File: src/rtl/core/fssd_pkg.sv
// Shared types and constants for the debounced fan speed selector.
package fssd_pkg;

   // Speed levels that the selector cycles through (0 .. NUM_LEVELS-1).
   localparam int unsigned NUM_LEVELS = 4;

   localparam int unsigned LEVEL_W    = 2;
   localparam int unsigned PWM_W      = 8;
   localparam int unsigned DEBOUNCE_W = 16;
   localparam int unsigned CSR_ADDR_W = 3;
   localparam int unsigned CSR_DATA_W = 16;

   // Register indexes on the configuration port.
   localparam logic [CSR_ADDR_W-1:0] CSR_PWM_TOP        = 3'd0;
   localparam logic [CSR_ADDR_W-1:0] CSR_DUTY_LOW       = 3'd1;
   localparam logic [CSR_ADDR_W-1:0] CSR_DUTY_MID       = 3'd2;
   localparam logic [CSR_ADDR_W-1:0] CSR_DUTY_FULL      = 3'd3;
   localparam logic [CSR_ADDR_W-1:0] CSR_DEBOUNCE_TICKS = 3'd4;

   // Register reset values.
   localparam logic [PWM_W-1:0]      PWM_TOP_RST        = 8'd10;
   localparam logic [PWM_W-1:0]      DUTY_LOW_RST       = 8'd4;
   localparam logic [PWM_W-1:0]      DUTY_MID_RST       = 8'd7;
   localparam logic [PWM_W-1:0]      DUTY_FULL_RST      = 8'd10;
   localparam logic [DEBOUNCE_W-1:0] DEBOUNCE_TICKS_RST = 16'd6000;

   // Speed level codes.
   localparam logic [LEVEL_W-1:0] LEVEL_OFF  = 2'd0;
   localparam logic [LEVEL_W-1:0] LEVEL_LOW  = 2'd1;
   localparam logic [LEVEL_W-1:0] LEVEL_MID  = 2'd2;
   localparam logic [LEVEL_W-1:0] LEVEL_FULL = 2'd3;

   // Action waiting for the debounce count to expire.
   typedef enum logic [1:0] {
      ACT_NONE   = 2'd0,
      ACT_SPEED  = 2'd1,
      ACT_ENABLE = 2'd2
   } action_type;

endpackage

File: src/rtl/core/fan_speed_selector_debounced_pwm.sv
// Debounced two-button fan speed selector with PWM drive and speed LEDs.
//
// Usage:
//   Every req_ beat is one timer tick carrying the two button-press events
//   (speed, enable). Every tick produces exactly one rsp_ beat: the PWM drive
//   level for that tick, three speed LEDs, the enabled flag and the level.
//   Both channels use valid/ready; a beat moves when valid and ready are high.
//
// Timing:
//   A tick is captured into an input register, then the whole tick update
//   (press capture, debounce count, action apply, duty select, PWM compare
//   and count advance) is combinational logic feeding the result register.
//   A tick passes through the input register and then the result register
//   before its rsp_ beat can move; throughput is one tick per cycle while
//   rsp_ready stays high.
//
// Reset and stalls:
//   reset (synchronous, active high) loads the default registers, clears the
//   level, the enable flag, the debounce state and the PWM counter (PWM idle
//   until the first applied action), and empties both stages. When rsp_ready
//   is low the result holds; one more tick waits in the input register, and
//   req_ready drops only once both are full.
//   Write the csr_ registers only while no tick is in flight.
module fan_speed_selector_debounced_pwm
   import fssd_pkg::*;
(
   input  logic                  clock,
   input  logic                  reset,

   input  logic                  req_valid,
   output logic                  req_ready,
   input  logic                  req_speed_press,
   input  logic                  req_enable_press,

   output logic                  rsp_valid,
   input  logic                  rsp_ready,
   output logic                  rsp_pwm_out,
   output logic                  rsp_led_low,
   output logic                  rsp_led_mid,
   output logic                  rsp_led_full,
   output logic                  rsp_fan_on,
   output logic [LEVEL_W-1:0]    rsp_level_now,

   input  logic                  csr_we,
   input  logic [CSR_ADDR_W-1:0] csr_addr,
   input  logic [CSR_DATA_W-1:0] csr_wdata
);

   // ---------------------------------------------------------------
   // Configuration registers
   // ---------------------------------------------------------------
   logic [PWM_W-1:0]      pwm_top_ff;
   logic [PWM_W-1:0]      duty_low_ff;
   logic [PWM_W-1:0]      duty_mid_ff;
   logic [PWM_W-1:0]      duty_full_ff;
   logic [DEBOUNCE_W-1:0] debounce_ticks_ff;

   always_ff @(posedge clock) begin
      if (reset) begin
         pwm_top_ff        <= PWM_TOP_RST;
         duty_low_ff       <= DUTY_LOW_RST;
         duty_mid_ff       <= DUTY_MID_RST;
         duty_full_ff      <= DUTY_FULL_RST;
         debounce_ticks_ff <= DEBOUNCE_TICKS_RST;
      end else if (csr_we) begin
         // Indexes beyond the register list fall through and are dropped.
         unique case (csr_addr)
            CSR_PWM_TOP:        pwm_top_ff        <= csr_wdata[PWM_W-1:0];
            CSR_DUTY_LOW:       duty_low_ff       <= csr_wdata[PWM_W-1:0];
            CSR_DUTY_MID:       duty_mid_ff       <= csr_wdata[PWM_W-1:0];
            CSR_DUTY_FULL:      duty_full_ff      <= csr_wdata[PWM_W-1:0];
            CSR_DEBOUNCE_TICKS: debounce_ticks_ff <= csr_wdata;
            default: ;
         endcase
      end
   end

   // ---------------------------------------------------------------
   // Handshake: input register feeding the result register
   // ---------------------------------------------------------------
   logic in_valid_ff;
   logic in_speed_ff;
   logic in_enable_ff;
   logic rsp_valid_ff;
   logic out_free;
   logic advance;

   // Result slot can take a new beat when empty or being drained.
   assign out_free  = !rsp_valid_ff || rsp_ready;
   assign advance   = in_valid_ff && out_free;
   assign req_ready = !in_valid_ff || advance;

   always_ff @(posedge clock) begin
      if (reset) begin
         in_valid_ff <= 1'b0;
      end else if (req_ready) begin
         in_valid_ff <= req_valid;
      end
   end

   always_ff @(posedge clock) begin
      if (req_ready && req_valid) begin
         in_speed_ff  <= req_speed_press;
         in_enable_ff <= req_enable_press;
      end
   end

   // ---------------------------------------------------------------
   // Tick state
   // ---------------------------------------------------------------
   logic [LEVEL_W-1:0]    level_ff,    level_in;
   logic                  enabled_ff,  enabled_in;
   action_type            pending_ff,  pending_in;
   logic [DEBOUNCE_W-1:0] count_ff,    count_in;
   logic                  active_ff,   active_in;
   logic [PWM_W-1:0]      pwm_cnt_ff,  pwm_cnt_in;
   logic                  running_ff,  running_in;

   logic                  press;
   logic [DEBOUNCE_W-1:0] count_inc;
   logic                  fire;
   logic [LEVEL_W:0]      level_plus;
   logic [PWM_W-1:0]      duty;
   logic                  pwm_bit;

   always_comb begin
      press = in_speed_ff || in_enable_ff;

      // Saturate the debounce count at its top value.
      count_inc = (count_ff == {DEBOUNCE_W{1'b1}}) ? count_ff
                                                   : count_ff + DEBOUNCE_W'(1);
      fire = !press && active_ff && (count_inc >= debounce_ticks_ff);

      pending_in = pending_ff;
      count_in   = count_ff;
      active_in  = active_ff;
      if (press) begin
         // Speed wins when both buttons land in the same tick.
         pending_in = in_speed_ff ? ACT_SPEED : ACT_ENABLE;
         count_in   = '0;
         active_in  = 1'b1;
      end else if (active_ff) begin
         count_in = count_inc;
         if (fire) begin
            pending_in = ACT_NONE;
            active_in  = 1'b0;
         end
      end

      // Apply the pending action once the debounce window expires.
      level_in   = level_ff;
      enabled_in = enabled_ff;
      level_plus = {1'b0, level_ff} + (LEVEL_W+1)'(1);
      if (fire) begin
         unique case (pending_ff)
            ACT_SPEED: begin
               if (!enabled_ff && (level_ff != LEVEL_OFF)) begin
                  enabled_in = 1'b1;
               end else begin
                  level_in   = (level_plus < (LEVEL_W+1)'(NUM_LEVELS))
                               ? level_plus[LEVEL_W-1:0] : LEVEL_OFF;
                  enabled_in = (level_in != LEVEL_OFF);
               end
            end
            ACT_ENABLE: enabled_in = !enabled_ff;
            default: ;
         endcase
      end

      running_in = running_ff || fire;

      unique case (level_in)
         LEVEL_LOW:  duty = duty_low_ff;
         LEVEL_MID:  duty = duty_mid_ff;
         LEVEL_FULL: duty = duty_full_ff;
         default:    duty = '0;
      endcase
      if (!enabled_in) begin
         duty = '0;
      end

      // Drive from the current count, then advance with wrap at pwm_top.
      pwm_bit    = running_in && (pwm_cnt_ff < duty);
      pwm_cnt_in = pwm_cnt_ff;
      if (running_in) begin
         pwm_cnt_in = (pwm_cnt_ff >= pwm_top_ff) ? '0 : pwm_cnt_ff + PWM_W'(1);
      end
   end

   always_ff @(posedge clock) begin
      if (reset) begin
         level_ff   <= LEVEL_OFF;
         enabled_ff <= 1'b0;
         pending_ff <= ACT_NONE;
         count_ff   <= '0;
         active_ff  <= 1'b0;
         pwm_cnt_ff <= '0;
         running_ff <= 1'b0;
      end else if (advance) begin
         level_ff   <= level_in;
         enabled_ff <= enabled_in;
         pending_ff <= pending_in;
         count_ff   <= count_in;
         active_ff  <= active_in;
         pwm_cnt_ff <= pwm_cnt_in;
         running_ff <= running_in;
      end
   end

   // ---------------------------------------------------------------
   // Result register
   // ---------------------------------------------------------------
   logic               pwm_out_ff;
   logic               led_low_ff;
   logic               led_mid_ff;
   logic               led_full_ff;
   logic               fan_on_ff;
   logic [LEVEL_W-1:0] level_now_ff;

   always_ff @(posedge clock) begin
      if (reset) begin
         rsp_valid_ff <= 1'b0;
      end else if (out_free) begin
         rsp_valid_ff <= in_valid_ff;
      end
   end

   always_ff @(posedge clock) begin
      if (advance) begin
         pwm_out_ff   <= pwm_bit;
         led_low_ff   <= enabled_in && (level_in == LEVEL_LOW);
         led_mid_ff   <= enabled_in && (level_in == LEVEL_MID);
         led_full_ff  <= enabled_in && (level_in == LEVEL_FULL);
         fan_on_ff    <= enabled_in;
         level_now_ff <= level_in;
      end
   end

   assign rsp_valid     = rsp_valid_ff;
   assign rsp_pwm_out   = pwm_out_ff;
   assign rsp_led_low   = led_low_ff;
   assign rsp_led_mid   = led_mid_ff;
   assign rsp_led_full  = led_full_ff;
   assign rsp_fan_on    = fan_on_ff;
   assign rsp_level_now = level_now_ff;

   // ---------------------------------------------------------------
   // Assertions
   // ---------------------------------------------------------------
   // At most one speed LED lights, and only with the fan enabled.
   a_led_onehot: assert property (@(posedge clock) disable iff (reset)
      rsp_valid |-> $onehot0({rsp_led_low, rsp_led_mid, rsp_led_full}))
      else $error("more than one speed LED lit");

   a_led_needs_fan: assert property (@(posedge clock) disable iff (reset)
      (rsp_valid && (rsp_led_low || rsp_led_mid || rsp_led_full)) |-> rsp_fan_on)
      else $error("speed LED lit with fan disabled");

   // No action may wait outside a debounce window.
   a_pending_idle: assert property (@(posedge clock) disable iff (reset)
      !active_ff |-> (pending_ff == ACT_NONE))
      else $error("pending action without active debounce");

   // The PWM counter holds at zero until the first applied action.
   a_pwm_idle: assert property (@(posedge clock) disable iff (reset)
      !running_ff |-> (pwm_cnt_ff == '0))
      else $error("PWM counter moved while idle");

   // A stalled result beat must not be overwritten.
   a_rsp_hold: assert property (@(posedge clock) disable iff (reset)
      (rsp_valid && !rsp_ready) |=> (rsp_valid && $stable(rsp_level_now)
                                     && $stable(rsp_pwm_out)))
      else $error("stalled result changed");

endmodule
File: config.mk
export PLATFORM = sky130hd
export DESIGN_NAME = fan_speed_selector_debounced_pwm
export DESIGN_NICKNAME = d
export VERILOG_FILES = /design/src/rtl/core/fssd_pkg.sv /design/src/rtl/core/fan_speed_selector_debounced_pwm.sv
export SDC_FILE = /design/constraint.sdc
export NUM_CORES = 1
export LEC_CHECK = 0
export ABC_AREA = 1
export BUFFER_PORTS_ARGS = -buffer_cell sky130_fd_sc_hd__buf_2
export CORE_MARGIN = 4
export CORE_UTILIZATION = 30
export CTS_BUF_LIST = sky130_fd_sc_hd__clkbuf_4
export DETAILED_ROUTE_END_ITERATION = 10
export GPL_TIMING_DRIVEN = 0
export PLACE_DENSITY = 0.55
export SLEW_MARGIN = 25
export SYNTH_ARGS = -nofsm -noshare
export SYNTH_HDL_FRONTEND = slang
export SYNTH_SLANG_ARGS = --single-unit
export TNS_END_PERCENT = 5
File: constraint.sdc
create_clock -name clock -period 4.9 [get_ports clock]
set_input_delay 0.735 -clock clock [delete_from_list [all_inputs] [get_ports clock]]
set_output_delay 0.735 -clock clock [all_outputs]
set_load 0.005 [all_outputs]
==> results of run 1 <==
-- final timing paths --
| kind | endpoint | depth (start not counted) |
|---|---|---|
| min reg2reg | debounce_ticks_ff[14] | 2 |
| max | rsp_pwm_out | 29 |
| min | in_speed_ff | 1 |
| max reg2reg | rsp_pwm_out | 29 |
-- layer usage --
| metal | wire length, um | global-route usage [%] | up-vias |
|---|---|---|---|
| met2 | 4790 | 19.0 | 72 |
| met5 | 0 | 0 | - |
| li1 | - | - | 2196 |
| met4 | 261 | 6.00 | 0 |
| met3 | 453 | 2.33 | 14 |
| met1 | 5990 | 19.2 | 1791 |
-- placed cells by master (no fill, tap or decap), drive strengths merged --
master / n
bufinv: 1
dfxtp: 81
inv: 93
nor2: 65
clkbuf: 23
nor3: 20
xnor2: 1
buf: 36
o21ai: 53
a211oi: 2
a2bb2oi: 1
xor2: 7
nor4: 2
nand4: 7
a21o: 2
nand2: 143
ha: 38
nor3b: 3
edfxtp: 9
a21oi: 58
o21a: 2
nand3b: 1
nand3: 22
diode: 1
clkinv: 5
o211ai: 15
a22oi: 2
a21boi: 2
-- cell type report --
class	count	area [um^2]	area share (%)
Clock inverter	5	47.5	0.884
Multi-Input combinational cell	446	2510	46.7
Tap cell	211	264	4.91
Buffer	15	58.8	1.09
Sequential cell	90	1890	35.2
Inverter	94	353	6.56
Clock buffer	10	75.1	1.40
Antenna cell	1	2.50	0.0465
Timing Repair Buffer	34	173	3.21
-- kinds of logic after synthesis --
logic type,count (synthesis)
AO/OA/AOI/OAI,137
XOR/XNOR,8
adder cells (fa/ha/maj),38
buffers and inverters,109
flip-flops,90
AND/OR/NAND/NOR,263
-- power by group through the flow --
stage / clock network (mW) / registers, mW / logic, mW
global placement: 0 / 0.791 / 0.115
CTS: 0.419 / 0.775 / 0.116
global route: 0.447 / 0.778 / 0.136
floorplan: 0 / 0.789 / 0.0717
detailed placement: 0 / 0.791 / 0.115
finish: 0.404 / 0.775 / 0.118
-- state kept, by name (all words and copies together) (netlist names), 2 cells and up --
register,count
pwm_cnt_ff,8
duty_low_ff,8
duty_mid_ff,8
duty_full_ff,8
level_ff,2
debounce_ticks_ff,16
pending_ff,2
count_ff,16
pwm_top_ff,8
rsp_level_now,2
-- critical path: cells and delay by family, from the launching register on --
kind	cells	cell delay (ns)
xor+xnor	1	0.16
buf+inv	2	0.15
simple gates	19	2.09
compound gates	4	0.68
flops	1	0.39
fa+ha+maj	3	0.80
-- through the flow --
step	cell area (um^2)	setup TNS [ns]	util, %	cells	hold WS (ns)
2_1_floorplan	4760	0	-	645	0.429
3_3_place_gp	5190	0	33.7	889	0.441
3_5_place_dp	5190	0	33.7	889	0.444
4_1_cts	5310	0	34.5	904	0.420
5_1_grt	5380	-0.0335	35.0	906	0.418
6_report	5380	0	35.0	906	0.460
-- repair_timing --
action                     CTS  global route
gates resized for setup      0            16
setup endpoints to repair    0             1
setup buffers                0             1
==> results.cfg, run 1 <==
[status]
status = completed

[worst_setup_path]
arrival_ns = 4.73
critPathSlowestCell = dfxtp_2
path_class = reg -> reg
r2r_setup_slack_ns = 0.47
cp_max_fo = 8
critPathMaxStageDelay_ns = 0.39
required_ns = 5.20
crit_path_end_kind = flop
critPathMostFrequentCell = nand2_1
critPathLaunchType = flop
startpoint = count_ff[0]
reg2reg_from = count_ff[0]

[logic_synthesis]
yosys.area.top_type = dfxtp_1
synth_fa_ha_area_share_pct = 9.99
ys_ff_latch = 90
syn-instance-count = 645
yosys_warnings = 0
yosys-top-cells-count = 136 x nand2_1, 92 x inv_1, 81 x dfxtp_1, 62 x nor2_1, 57 x a21oi_1
synth_compound_area_share_pct = 15.9
netlist_area_mm2 = 0.00476
syn_nets = 709
ys_seq_area_share_pct = 39.8
syn_avg_cell_area_um2 = 7.38
synth-main-ff-cell = dfxtp_1
synth_most_common_cell = nand2_1
synthMuxAreaShare_pct = 0
synth_top_cell_area_share_pct = 34.1
synth_top_family_by_area = simple AND/OR/NAND/NOR gates
synthTopCellsByArea = dfxtp_1 34%, nand2_1 11%, ha_1 10%, inv_1 7.3%, a21oi_1 6.0%
synth_edf_count = 9
synthXorXnorAreaFrac_pct = 1.63
yosysUniqueCellTypes = 37
synth-simple-area-share_pct = 24.1
synthArstFlopShare_pct = 0

[cells_and_area]
final_layout_size_suffix_gt1_share_pct = 11.1
fillCellCount = 1651
area_growth_pct = 13.0
nets = 754

[global_route]
first_global_vias = 3665
grt_antenna_before_repair = 1
grt_max_degree = 15
grt_overflow_total = 0
grt_pass1_wl_mm = 18.7
grt_util_all_layers_pct = 13.2

[drt]
drtPass1Iterations = 5
vias_per_cell = 4.50
vias = 4073
drc_errors = 0
wl_mm = 11.5
routedWlPerCell_um = 12.7
drt_iter0_drc = 253
postRouteAntennaNets = 0

[die]
fp.dieH_um = 134
die_area_mm2 = 0.0179
num_io_pins = 35
rows = 45
core_mm2 = 0.0154
initial_core_util_pct = 30.9
die_w_um = 134

[sta]
skew_ns = 0.0240
timing.final.crit_share_pct = 90.4
worstMarginPinSlew_ns = 0.973
timing_hold_violations_final = 0
drv_slew = 0
finalCriticalPeriod_ns = 4.43
fin_ws_ns = 0.472
relSlewSlack_pct = 34.6
setup_viol = 0
max_freq_ghz = 0.226

[pwr]
pwr_density_cell_mw_per_mm2 = 241
sw_frac_of_total_pct = 26.2
peakVddDrop_mv = 0.0907
pwr-share-comb_pct = 9.1
p_int_mw = 0.957
power.total_mw = 1.30
p_leak_nw = 2.32
clock_power_share_pct = 31.2
seqPwrFrac_pct = 59.7
p_sw_mw = 0.340

[placed_design]
hpwl_mm = 8.82
gp_congestion = 0.834
port_buffers = 33
pre_cts_ws_ns = 0.0791

[min_path]
worstHoldStart = req_speed_press
hold_path_class = in -> reg

[clock_network]
cts_tree = done
cts-buffers-inserted = 9
hold_buffers = 0
insertion_delay_ns = 0.46
htreeDepth = 3
clk_pin_slew_ns = 0.14
clockBufferDepth = 2
root_buffer = clkbuf_4
cts.sinks = 90

[job]
drv_cap = 0
(Power assumes the default switching activity.)
==> run 2, diff against run 1 <==
--- a/config.mk
+++ b/config.mk
@@ -12,7 +12,7 @@
 export CTS_BUF_LIST = sky130_fd_sc_hd__clkbuf_4
 export DETAILED_ROUTE_END_ITERATION = 10
 export GPL_TIMING_DRIVEN = 0
-export PLACE_DENSITY = 0.55
+export PLACE_DENSITY = 0.57
 export SLEW_MARGIN = 25
 export SYNTH_ARGS = -nofsm -noshare
 export SYNTH_HDL_FRONTEND = slang
==> constraint.sdc (replaced) <==
create_clock -name clock -period 3.8 [get_ports clock]
set_input_delay 0.57 -clock clock [delete_from_list [all_inputs] [get_ports clock]]
set_output_delay 0.57 -clock clock [all_outputs]
set_load 0.005 [all_outputs]
==> results.cfg, run 2 (synthesis gave the netlist of run 1 again) <==
[status]
status = finished with violations
violations = negative setup slack

[global_route]
grt_overflow_total = 0
grt_util_all_layers_pct = 13.4
grt_max_degree = 14
first_global_vias = 3858
grt_antenna_before_repair = 2
grt_pass1_wl_mm = 19.2

[sta]
fin_ws_ns = -0.322
rsz0062_at_grt = true
skew_ns = 0.0205
finalCriticalPeriod_ns = 4.12
worstMarginPinSlew_ns = 0.976
tns_ns = -0.322
relSlewSlack_pct = 34.4
drv_slew = 0
setup_viol = 1
timing_hold_violations_final = 0
timing.final.crit_share_pct = 108
max_freq_ghz = 0.243

[cells_and_area]
fin_util_pct = 37.0
fin_cells = 922
final_common_cell = nand2_1
final_cell_mix = 125 x nand2_1, 91 x inv_1, 74 x dfxtp_1
nets = 770
area_growth_pct = 19.5
final_layout_size_suffix_gt1_share_pct = 16.9
design_area_mm2 = 0.00569
top_regs = count_ff x16, debounce_ticks_ff x16

[die]
die_w_um = 134
rows = 45
initial_core_util_pct = 30.9
fp.dieH_um = 134
num_io_pins = 35
die_area_mm2 = 0.0179
core_mm2 = 0.0154

[worst_setup_path]
reg2reg_from = count_ff[1]
crit_family = simple AND/OR/NAND/NOR gates
r2r_setup_slack_ns = -0.32
critPathBufInv = 2
critPathLaunchType = flop
cp_max_fo = 7
required_ns = 4.11
critPathMaxStageDelay_ns = 0.39
startpoint = count_ff[1]
crit_path_end_kind = flop
arrival_ns = 4.43
path_class = reg -> reg
critPathSlowestCell = dfxtp_4

[drt]
wl_mm = 11.9
drc_errors = 0
postRouteAntennaNets = 0
drtPass1Iterations = 4
vias = 4227
vias_per_cell = 4.58
routedWlPerCell_um = 12.9
drt_iter0_drc = 229

[clock_network]
root_buffer = clkbuf_4
htreeDepth = 3
cts-buffers-inserted = 9
cts.sinks = 90
hold_buffers = 0
insertion_delay_ns = 0.47
clk_pin_slew_ns = 0.14
cts_tree = done
clockBufferDepth = 2

[placed_design]
place_inst = 889
place_area_mm2 = 0.00523
gp_congestion = 0.789
port_buffers = 33
hpwl_mm = 8.86

[min_path]
worstHoldStart = req_speed_press
hold_path_class = in -> reg

[pwr]
power.total_mw = 1.70
pwr_density_cell_mw_per_mm2 = 298
p_leak_nw = 2.43
peakVddDrop_mv = 0.155

[job]
drv_cap = 0
-- run 2: repair_timing --
action	CTS	global route
buffers inserted	15	2
endpoints found under the setup margin	9	9
endpoints found under the hold margin	0	0
pin swaps	22	10
gates resized for setup	28	18
-- run 2: report_power, final --
group	switching, mW	total (mW)	leakage (nW)	internal, mW
logic	0.107	0.162	1.61	0.0543
registers	0.0132	0.998	0.751	0.985
clock network	0.327	0.535	0.0741	0.208
-- run 2: layout make-up --
| class | count | area (um^2) |
|---|---|---|
| multi-input cells | 446 | 2680 |
| plain buffers | 15 | 61.3 |
| flip-flops and latches | 90 | 1910 |
| well taps | 211 | 264 |
| fillers | 1632 | 9690 |
| diodes | 1 | 2.50 |
| repair buffers | 50 | 297 |
| clock inverters | 4 | 43.8 |
| clock buffers | 11 | 82.6 |
| inverters | 94 | 353 |
-- run 2: per-layer routing --
metal	vias to the layer above	GRT usage, %	wire (um)
met4	2	4.97	168
met3	14	2.85	590
met2	84	20.0	5050
met5	-	0	13
met1	1894	19.0	6110
li1	2233	-	-
-- run 2: final timing paths --
path                endpoint  cells after the start
max              rsp_pwm_out                     29
max reg2reg      rsp_pwm_out                     29
min reg2reg  duty_full_ff[5]                      2
min              in_speed_ff                      1
-- run 2: metrics by stage --
step           hold WS, ns  setup slack, ns
3_5_place_dp         0.444           -0.755
5_1_grt              0.238           -0.601
4_1_cts              0.249           -0.232
3_3_place_gp         0.439           -0.689
2_1_floorplan        0.429          0.00296
6_report             0.271           -0.322
